--- config.mk ---
export PLATFORM = sky130hd
export DESIGN_NAME = roman_numeral_encoder_unit_flat
export DESIGN_NICKNAME = d
export VERILOG_FILES = /design/src/rtl/core/roman_enc_pkg.sv /design/src/rtl/core/roman_enc_value_if.sv /design/src/rtl/core/roman_enc_letter_if.sv /design/src/rtl/core/roman_enc_dp.sv /design/src/rtl/core/roman_enc_ctrl.sv /design/src/rtl/core/roman_numeral_encoder_unit.sv /design/src/flat_wrapper.sv
export SDC_FILE = /design/constraint.sdc
export NUM_CORES = 1
export LEC_CHECK = 0
export BUFFER_PORTS_ARGS = -buffer_cell sky130_fd_sc_hd__buf_4
export CORE_ASPECT_RATIO = 1.5
export CORE_UTILIZATION = 30
export DETAILED_ROUTE_END_ITERATION = 16
export HOLD_SLACK_MARGIN = 0.05
export MAX_ROUTING_LAYER = met4
export PLACE_DENSITY = 0.46
export SLEW_MARGIN = 20
export SYNTH_ARGS = -nofsm -noshare
export SYNTH_HDL_FRONTEND = slang
export SYNTH_SLANG_ARGS = --single-unit
--- constraint.sdc ---
create_clock -name clk -period 4 [get_ports clk]
set_input_delay 0.4 -clock clk [delete_from_list [all_inputs] [get_ports clk]]
set_output_delay 0.4 -clock clk [all_outputs]
set_load 0.05 [all_outputs]
--- src/rtl/core/roman_enc_pkg.sv ---
// Shared types, constants and step tables for the Roman numeral encoder.
package roman_enc_pkg;

    localparam int VALUE_W    = 12;
    localparam int LETTER_W   = 7;
    localparam int STEP_COUNT = 13;
    localparam int STEP_IDX_W = $clog2(STEP_COUNT);

    // ASCII codes of the numeral letters
    localparam logic [LETTER_W-1:0] LETTER_NONE = 7'd0;
    localparam logic [LETTER_W-1:0] LETTER_I    = 7'd73;
    localparam logic [LETTER_W-1:0] LETTER_V    = 7'd86;
    localparam logic [LETTER_W-1:0] LETTER_X    = 7'd88;
    localparam logic [LETTER_W-1:0] LETTER_L    = 7'd76;
    localparam logic [LETTER_W-1:0] LETTER_C    = 7'd67;
    localparam logic [LETTER_W-1:0] LETTER_D    = 7'd68;
    localparam logic [LETTER_W-1:0] LETTER_M    = 7'd77;

    // Greedy steps, largest first
    localparam logic [VALUE_W-1:0] STEP_VALUE [STEP_COUNT] = '{
        12'd1000, 12'd900, 12'd500, 12'd400, 12'd100, 12'd90, 12'd50,
        12'd40, 12'd10, 12'd9, 12'd5, 12'd4, 12'd1
    };

    localparam logic [LETTER_W-1:0] STEP_FIRST [STEP_COUNT] = '{
        LETTER_M, LETTER_C, LETTER_D, LETTER_C, LETTER_C, LETTER_X, LETTER_L,
        LETTER_X, LETTER_X, LETTER_I, LETTER_V, LETTER_I, LETTER_I
    };

    // Second letter of a subtractive pair, LETTER_NONE for single letters
    localparam logic [LETTER_W-1:0] STEP_SECOND [STEP_COUNT] = '{
        LETTER_NONE, LETTER_M, LETTER_NONE, LETTER_D, LETTER_NONE, LETTER_C,
        LETTER_NONE, LETTER_L, LETTER_NONE, LETTER_X, LETTER_NONE, LETTER_V,
        LETTER_NONE
    };

    typedef enum logic {
        ST_IDLE,
        ST_RUN
    } state_t;

    // Controller to datapath
    typedef struct packed {
        logic load;  // take a new value
        logic emit;  // form the next output beat
    } ctrl_cmd_t;

    // Datapath to controller
    typedef struct packed {
        logic last;  // the beat being formed ends the run
    } dp_status_t;

    // Index of the largest step not above rem (the smallest step if rem is zero)
    function automatic logic [STEP_IDX_W-1:0] step_select(input logic [VALUE_W-1:0] rem);
        logic [STEP_IDX_W-1:0] sel;
        sel = STEP_IDX_W'(STEP_COUNT - 1);
        for (int i = STEP_COUNT - 1; i >= 0; i--) begin
            if (rem >= STEP_VALUE[i])
            begin
                sel = STEP_IDX_W'(i);
            end
        end
        return sel;
    endfunction

endpackage

--- src/rtl/core/roman_enc_value_if.sv ---
// Input channel: one unsigned value per beat.
interface roman_enc_value_if
    import roman_enc_pkg::*;
();
    logic               valid;
    logic               ready;
    logic [VALUE_W-1:0] value;

    modport source (output valid, output value, input ready);
    modport sink   (input valid, input value, output ready);
endinterface

--- src/rtl/core/roman_enc_letter_if.sv ---
// Output channel: one numeral letter per beat with run flags.
interface roman_enc_letter_if
    import roman_enc_pkg::*;
();
    logic                valid;
    logic                ready;
    logic [LETTER_W-1:0] letter;
    logic                last_letter;
    logic                empty_res;

    modport source (output valid, output letter, output last_letter,
                    output empty_res, input ready);
    modport sink   (input valid, input letter, input last_letter,
                    input empty_res, output ready);
endinterface

--- src/rtl/core/roman_enc_dp.sv ---
// Datapath: remainder, pending second letter and the output beat register.
module roman_enc_dp
    import roman_enc_pkg::*;
(
    input  logic                clk,
    input  logic                rst_n,
    input  ctrl_cmd_t           cmd,
    input  logic [VALUE_W-1:0]  value,
    output dp_status_t          status,
    output logic [LETTER_W-1:0] letter,
    output logic                last_letter,
    output logic                empty_res
);

    logic [VALUE_W-1:0]    remainder_reg, remainder_next;
    logic [LETTER_W-1:0]   pending_reg, pending_next;
    logic [LETTER_W-1:0]   letter_reg, letter_next;
    logic                  last_reg, last_next;
    logic                  empty_reg, empty_next;
    logic [STEP_IDX_W-1:0] sel;
    logic [VALUE_W-1:0]    rem_sub;

    // greedy step choice and subtraction
    assign sel     = step_select(remainder_reg);
    assign rem_sub = remainder_reg - STEP_VALUE[sel];

    // next beat
    always_comb
    begin
        remainder_next = remainder_reg;
        pending_next   = pending_reg;
        letter_next    = letter_reg;
        last_next      = last_reg;
        empty_next     = empty_reg;
        if (cmd.load)
        begin
            remainder_next = value;
            pending_next   = LETTER_NONE;
        end
        else if (pending_reg != LETTER_NONE)
        begin
            // second letter of a subtractive pair
            letter_next  = pending_reg;
            last_next    = (remainder_reg == '0);
            empty_next   = 1'b0;
            pending_next = LETTER_NONE;
        end
        else if (remainder_reg != '0)
        begin
            letter_next    = STEP_FIRST[sel];
            last_next      = (rem_sub == '0) && (STEP_SECOND[sel] == LETTER_NONE);
            empty_next     = 1'b0;
            remainder_next = rem_sub;
            pending_next   = STEP_SECOND[sel];
        end
        else
        begin
            // zero input: one empty beat
            letter_next = LETTER_NONE;
            last_next   = 1'b1;
            empty_next  = 1'b1;
        end
    end

    assign status.last = last_next;

    // run state
    always_ff @(posedge clk or negedge rst_n)
    begin
        if (!rst_n)
        begin
            remainder_reg <= '0;
            pending_reg   <= LETTER_NONE;
        end
        else if (cmd.load || cmd.emit)
        begin
            remainder_reg <= remainder_next;
            pending_reg   <= pending_next;
        end
    end

    // output beat payload
    always_ff @(posedge clk)
    begin
        if (cmd.emit)
        begin
            letter_reg <= letter_next;
            last_reg   <= last_next;
            empty_reg  <= empty_next;
        end
    end

    assign letter      = letter_reg;
    assign last_letter = last_reg;
    assign empty_res   = empty_reg;

endmodule

--- src/rtl/core/roman_enc_ctrl.sv ---
// Controller: run sequencing and output beat valid.
module roman_enc_ctrl
    import roman_enc_pkg::*;
(
    input  logic       clk,
    input  logic       rst_n,
    input  logic       in_valid,
    output logic       in_ready,
    output logic       out_valid,
    input  logic       out_ready,
    input  dp_status_t status,
    output ctrl_cmd_t  cmd
);

    state_t state_reg, state_next;
    logic   out_valid_reg, out_valid_next;
    logic   slot_free;

    assign slot_free = !out_valid_reg || out_ready;

    // next state
    always_comb
    begin
        state_next = state_reg;
        unique case (state_reg)
            ST_IDLE:
            begin
                if (in_valid)
                begin
                    state_next = ST_RUN;
                end
            end
            ST_RUN:
            begin
                if (slot_free && status.last)
                begin
                    state_next = ST_IDLE;
                end
            end
            default: state_next = ST_IDLE;
        endcase
    end

    // outputs
    always_comb
    begin
        cmd.load = 1'b0;
        cmd.emit = 1'b0;
        in_ready = 1'b0;
        unique case (state_reg)
            ST_IDLE:
            begin
                in_ready = 1'b1;
                cmd.load = in_valid;
            end
            ST_RUN:
            begin
                cmd.emit = slot_free;
            end
            default: ;
        endcase
    end

    // output beat valid
    always_comb
    begin
        out_valid_next = out_valid_reg;
        if (cmd.emit)
        begin
            out_valid_next = 1'b1;
        end
        else if (out_ready)
        begin
            out_valid_next = 1'b0;
        end
    end

    always_ff @(posedge clk or negedge rst_n)
    begin
        if (!rst_n)
        begin
            state_reg     <= ST_IDLE;
            out_valid_reg <= 1'b0;
        end
        else
        begin
            state_reg     <= state_next;
            out_valid_reg <= out_valid_next;
        end
    end

    assign out_valid = out_valid_reg;

endmodule

--- src/rtl/core/roman_numeral_encoder_unit.sv ---
// Roman numeral encoder: takes a value of 0..3999 and sends its numeral one
// letter per beat, last_letter set on the final letter; a zero value gives a
// single beat with letter 0 and empty_res set. Values 4000..4095 simply carry
// on the greedy rule with a fourth M. One item occupies the block for a load
// step and then one emit step per letter (at most 15 letters), as the single
// output register takes one letter per cycle unless the output stalls. A new
// value is taken while the final letter of the previous run still waits in
// the output register.
module roman_numeral_encoder_unit
    import roman_enc_pkg::*;
(
    input  logic          clk,
    input  logic          rst_n,
    roman_enc_value_if.sink    number,
    roman_enc_letter_if.source numeral
);

    ctrl_cmd_t  cmd;
    dp_status_t status;

    roman_enc_ctrl u_ctrl (
        .clk       (clk),
        .rst_n     (rst_n),
        .in_valid  (number.valid),
        .in_ready  (number.ready),
        .out_valid (numeral.valid),
        .out_ready (numeral.ready),
        .status    (status),
        .cmd       (cmd)
    );

    roman_enc_dp u_dp (
        .clk         (clk),
        .rst_n       (rst_n),
        .cmd         (cmd),
        .value       (number.value),
        .status      (status),
        .letter      (numeral.letter),
        .last_letter (numeral.last_letter),
        .empty_res   (numeral.empty_res)
    );

endmodule

--- src/flat_wrapper.sv ---
// flat-port wrapper written by rule: the top's interface ports become plain ports
module roman_numeral_encoder_unit_flat import roman_enc_pkg::*;
  (clk, rst_n, number_valid, number_value, number_ready, numeral_valid, numeral_letter, numeral_last_letter, numeral_empty_res, numeral_ready);
  roman_enc_value_if number_i ();
  roman_enc_letter_if numeral_i ();
  input  logic clk;
  input  logic rst_n;
  input wire logic [$bits(number_i.valid)-1:0] number_valid;
  input wire logic [$bits(number_i.value)-1:0] number_value;
  output wire logic [$bits(number_i.ready)-1:0] number_ready;
  output wire logic [$bits(numeral_i.valid)-1:0] numeral_valid;
  output wire logic [$bits(numeral_i.letter)-1:0] numeral_letter;
  output wire logic [$bits(numeral_i.last_letter)-1:0] numeral_last_letter;
  output wire logic [$bits(numeral_i.empty_res)-1:0] numeral_empty_res;
  input wire logic [$bits(numeral_i.ready)-1:0] numeral_ready;
  assign number_i.valid = number_valid;
  assign number_i.value = number_value;
  assign number_ready = number_i.ready;
  assign numeral_valid = numeral_i.valid;
  assign numeral_letter = numeral_i.letter;
  assign numeral_last_letter = numeral_i.last_letter;
  assign numeral_empty_res = numeral_i.empty_res;
  assign numeral_i.ready = numeral_ready;
  roman_numeral_encoder_unit u_core (.clk(clk), .rst_n(rst_n), .number(number_i), .numeral(numeral_i));
endmodule
After elaboration in Yosys (flattened, before gate mapping)
Memories as Yosys holds them, arrays and structs flattened.
Index checks and enable logic that the tools add are counted.
{ "totals": {"register_bits": 30, "inputBits": 16, "output_inout_bits": 11, "rom_bits": 416, "elab_cells": 82, "memories": 3} }
{ "op_classes": {"bitwise": 3, "add_sub_neg": 1, "magnitude_cmp": 13, "n_eq_ne": 1, "muxes": 38, "reduce_logical": 16} }
{ "memory_table": {"columns": ["name", "words", "word_bits", "rd", "rd_ports_with_merged_regs", "write_ports", "line", "rtl"], "rows": [
  ["(name not given)", 16, 12, 1, 0, 0, "roman_enc_dp.sv:25", "assign rem_sub = remainder_reg - STEP_VALUE[sel];"],
  ["(name not given)", 16, 7, 1, 0, 0, "roman_enc_dp.sv:54", "pending_next = STEP_SECOND[sel];"],
  ["(name not given)", 16, 7, 1, 0, 0, "roman_enc_dp.sv:50", "letter_next = STEP_FIRST[sel];"]
]} }
{ "ops": {"columns": ["op", "count"], "rows": [
  ["2-to-1 mux 7 bit", 9],
  ["2-to-1 mux 12 bit", 5],
  ["2-to-1 mux 4 bit", 10],
  [">= comparator 12 x 10 -> 1 bit, second input constant", 2],
  [">= comparator 12 x 3 -> 1 bit, second input constant", 2],
  [">= comparator 12 x 4 -> 1 bit, second input constant", 2],
  [">= comparator 12 x 6 -> 1 bit, second input constant", 2],
  [">= comparator 12 x 7 -> 1 bit, second input constant", 2],
  [">= comparator 12 x 9 -> 1 bit, second input constant", 2],
  ["logical NOT 12 bit", 2],
  ["nonzero test 12 bit", 1],
  ["subtractor 12 bit", 1],
  ["2-to-1 mux 1 bit", 11],
  ["logical NOT 7 bit", 1],
  ["nonzero test 7 bit", 1],
  ["2-to-1 mux 3 bit", 2],
  [">= comparator 5 bit, second input constant", 1],
  ["inverter 4 -> 5 bit", 1],
  ["AND reduction 2 bit", 2],
  ["nonzero test 2 bit", 2],
  ["AND reduction 3 bit", 1],
  ["nonzero test 3 bit", 1],
  ["logical AND 1 bit", 2],
  ["logical OR 1 bit", 2],
  ["4 further kinds", 5]
]} }

Logic depth before layout (Yosys ltp)
{ "logic_depth": {"ltp_word": 26, "ltp_mapped": 20, "depth_no_buf": 18} }

Cells and area by module
From an unflattened synthesis, not the netlist that was laid out.
{ "unflattened": {"hier_cells": 319, "hier_area_um2": 2522.4} }
{ "modules_own_cells": {"columns": ["mod", "seq_area_each_um2", "n_inst", "cells_each", "area_each_um2"], "rows": [
  ["roman_enc_dp", 690.7, 1, 309, 2419.8],
  ["roman_enc_ctrl", 50.0, 1, 10, 102.6]
]} }

Worst setup path after synthesis
Ideal clock, no wire load.
{ "synth_timing": {"path_kind": "register -> register", "startpoint": "register u_core.u_dp.remainder_reg[3]", "endpoint": "register u_core.u_dp.last_reg, in the netlist u_core.u_dp.last_letter, data pin", "t_arrival_ns": 4.203, "setup_ns": 0.131, "path_buffers": 2, "synth_period_minus_slack_ns": 4.334, "setup_slack_ns": -0.334, "t_required_ns": 3.869, "path_stages_with_launch": 20, "cell_sequence": "dfrtp_1 -> buf_6 -> and2b_4 -> o21ai_1 -> or3b_1 -> buf_2 -> o21a_1 -> o21ai_2 -> inv_1 -> ha_1 -> nor3_1 -> nor2_1 -> ha_1 -> or4_1 -> o21ai_0 -> a31oi_1 -> xor2_1 -> or3_1 -> nor4_1 -> a211o_1"} }
{ "synth_between": {"elab_chain_len": 23, "elab_cells_between_ends": 40, "classes_between": "1 x add/sub; 12 x order compare; 19 x mux; 1 x bitwise; 5 x reduce/logical; 2 x memory"} }
{ "synth_lines": {"columns": ["element", "line", "rtl"], "rows": [
  ["from (decl)", "roman_enc_dp.sv:15", "logic [VALUE_W-1:0] remainder_reg, remainder_next;"],
  ["from (signal assigned)", "roman_enc_dp.sv:77", "remainder_reg <= remainder_next;"],
  [">= comparator 12 x 3 -> 1 bit", "roman_enc_pkg.sv:58", "if (rem >= STEP_VALUE[i])"],
  ["2-to-1 mux 3 bit (2 in series)", "roman_enc_pkg.sv:58", null],
  ["2-to-1 mux 4 bit (10 in series)", "roman_enc_pkg.sv:58", null],
  ["inverter 4 -> 5 bit (not written as such)", "roman_enc_dp.sv:25, roman_enc_dp.sv:51", null],
  ["memory (16 x 12 bit)", null, null],
  ["2-to-1 mux 12 bit (not written as such) (2 in series)", "roman_enc_dp.sv:25", null],
  ["subtractor 12 bit", "roman_enc_dp.sv:25", null],
  ["logical NOT 12 bit", "roman_enc_dp.sv:51", "last_next = (rem_sub == '0) && (STEP_SECOND[sel] == LETTER_NONE);"],
  ["logical AND 1 bit", "roman_enc_dp.sv:51", null],
  ["2-to-1 mux 1 bit", "roman_enc_dp.sv:48", "else if (remainder_reg != '0)"],
  ["2-to-1 mux 1 bit *", "roman_enc_dp.sv:40", "else if (pending_reg != LETTER_NONE)"],
  ["2-to-1 mux 1 bit *", "roman_enc_dp.sv:35", "if (cmd.load)"],
  ["via u_core.status", "roman_numeral_encoder_unit.sv:19", "dp_status_t status;"],
  ["to (signal assigned)", "roman_enc_dp.sv:88", "last_reg <= last_next;"],
  ["to (decl)", "roman_enc_dp.sv:18", "logic last_reg, last_next;"]
]} }
Mark *: on every way through the listed nets, which the timed path passes. The rest lies on a longest branch. The select of a mux whose other input is x is not followed.
A chain may end at the register's enable or synchronous reset.

Final worst setup path
Ends and elaborated chain as after synthesis.

==> impl_metrics.toml <==
[status]
outcome = "finished with violations"
violations = "setup timing"

[global_route]
groute.usage.overall_pct = 22.5
grt_pass1_wl_um = 13700
grt_max_degree = 21
grt_pass1_vias = 2672
antenna_found_initial = 0
grt_overflow_total = 0

[synthesis]
synthFlopType = "dfrtp_1"
synth_edf_count = 8
synth_warnings = 0
yosysTopAreaCellShare_pct = 20.5
syn_inst = 289
synth_async_sr_flop_share_pct = 71.4
netlist_area_um2 = 2440
syn-mean-instance-area_um2 = 8.44
yosysSeqAreaShare_pct = 30.4
ys_seq_elements = 28
synth_fp_nets = 321
synth_area_leaders = "dfrtp_1 (21%), edfxtp_1 (9.8%), ha_1 (7.7%), o21ai_0 (4.9%), nand2_1 (4.2%)"
synth.distinct_cells = 68
yosysTopAreaCell = "dfrtp_1"

[route]
drt_iter0_markers = 104
drtPass1Iterations = 4
routed_via_density = 5.30
wire_per_inst_um = 17.9
drcViolationCount = 0
ant_nets = 0
wirelength_um = 8830
dr_total_vias = 2620

[timing]
rsz0062_at_grt = "yes"
setup_ws_ps = -106
min_period_ps = 4110
finalSetupViolCount = 2
finClkSkew_ps = 6.11
slew_headroom_pct = 66.1
hold_violations = 0
max_freq_mhz = 244
finalCritPeriodShare_pct = 103
drv_slew = 0
tightest_slew_ps = 507

[floorplanning]
fp.dieH_um = 112
dieArea_um2 = 8510
start_util_pct = 31.4
fp.dieW_um = 75.6
ioPinCount = 27
core_um2 = 7760
placement_rows = 39

[placed_design]
portBuffers = 25
dp_hpwl_um = 7050
dp_slack_ps = -453
globalplace.congestion = 0.915
place_inst = 480

[clock_tree]
cts_max_level = 1
cts_buffers = 3
clkSinkCount = 28
clk_pin_slew_worst_paths_ps = 70
cts_tree = "done"
clk_latency_ps = 270
cts-root-buf = "clkbuf_16"
cts_buffer_depth = 2

[setup_path]
endpoint_kind = "flip-flop"
start_kind = "flip-flop"
regToRegSetupSlack_ps = -110
required_ps = 4020
r2r_cells = 17
worst-path-max-fanout = 7
timing.rr.start = "u_core.u_dp.remainder_reg[3]"
cp.arrival_ps = 4130
criticalPathCategory = "flip-flop to flip-flop"
r2r-end = "u_core.u_dp.last_letter"

[final_layout]
nets = 425
register_area_um2 = 742
layout_common_cells = "buf_4 (102), nand2_1 (25), nor2_1 (20), o21ai_0 (20), dfrtp_1 (19)"
largest_register_ffs = 12
drive_gt1_share_pct = 47.4
fillers = 739
final_common_cell = "buf_4"
area.growth.synth_to_final_pct = 57.7
final_cells = 494
multiInputGateArea_um2 = 1980
diodes = 0

[hold_path]
hold_path.class = "primary input to flip-flop"
holdPathStages = 3
worstHoldEndpoint = "u_core.u_dp.remainder_reg[0]"
min_from = "number_value[0]"

[flow_run]
cap_violations = 0
-- cells by family after synthesis --
logic type / count (synthesis) / synth area share, %
AND/OR/NAND/NOR: 116 / 25.4
AO/OA/AOI/OAI: 98 / 28.4
flip-flops: 28 / 30.4
buffers and inverters: 24 / 4.97
adder cells (fa/ha/maj): 16 / 8.51
XOR/XNOR: 6 / 2.15
other: 1 / 0.154
-- worst max-delay path by stage --
stage / start / cells after the start / to / slack (ps)
2_1_floorplan: u_core.u_dp.remainder_reg[3] / 19 / u_core.u_dp.last_letter / -50
3_3_place_gp: u_core.u_dp.remainder_reg[3] / 13 / u_core.u_ctrl.state_reg / -550
3_5_place_dp: u_core.u_dp.remainder_reg[3] / 13 / u_core.u_ctrl.state_reg / -450
4_1_cts: u_core.u_dp.remainder_reg[2] / 17 / u_core.u_ctrl.state_reg / -180
5_1_grt: u_core.u_dp.remainder_reg[3] / 19 / u_core.u_dp.last_letter / -250
6_report: u_core.u_dp.remainder_reg[3] / 17 / u_core.u_dp.last_letter / -110
-- worst max-delay path, stage by stage (launching register included) --
cell       delay [ps]
dfrtp_1           440
buf_6             160
and3b_1           160
o211ai_2          190
a2111oi_4         130
o311ai_4          470
buf_6             180
inv_2              40
buf_4             130
nand2_2            70
nand2b_1          110
ha_4              200
or3_4             390
or2_2             290
and2_4            160
o211ai_1          400
nor4_4             50
a211o_1           270
-- cell usage after synthesis (all sizes together), types with 2 or more instances --
library cell,number
nand4,3
inv,14
o311ai,4
nor3,11
dfrtp,20
nor4,3
and3,5
a22oi,8
a21oi,18
o221ai,2
xnor2,2
edfxtp,8
or3,3
a21o,3
clkbuf,2
a31o,2
nor2b,4
o2111ai,2
or4,3
a221o,2
nand3b,2
ha,15
o21ai,27
o22ai,3
nand3,6
nand2,28
o211ai,5
xor2,4
and2,5
a32o,2
nor2,27
o21a,9
nor3b,3
or2,4
buf,8
nand2b,6
-- per-layer routing --
layer  GRT usage (%)  part of all wire [%]
met3            1.62                   2.5
met2            40.3                    55
met5               -                     0
met4            11.0                   5.9
met1            23.9                    37
-- final cells by class --
type / instances / area share, %
Clock buffer: 4 / 2.60
Inverter: 14 / 1.37
Multi-Input combinational cell: 237 / 51.5
Sequential cell: 28 / 19.3
Tap cell: 102 / 3.32
Timing Repair Buffer: 109 / 21.9
-- per-stage QoR --
step / hold slack (ps) / setup TNS, ps / utilization, % / cell area [µm²]
3_5_place_dp: 306 / -899 / 42.2 / 3280
4_1_cts: 336 / -330 / 46.3 / 3590
3_3_place_gp: 306 / -984 / 42.2 / 3280
2_1_floorplan: 104 / -54.5 / - / 2480
5_1_grt: 362 / -446 / 49.6 / 3850
6_report: 334 / -144 / 49.6 / 3850
-- repair_timing --
item	CTS	global route
endpoints found under the hold margin	20	0
pin swaps	18	26
setup buffers	6	4
resized for setup	31	44
endpoints found under the setup margin	3	4
hold buffers	1	0
Power is left out: the tool's default activity adds up to more than one toggle a clock period on the data nets, which glitch-free logic cannot reach.
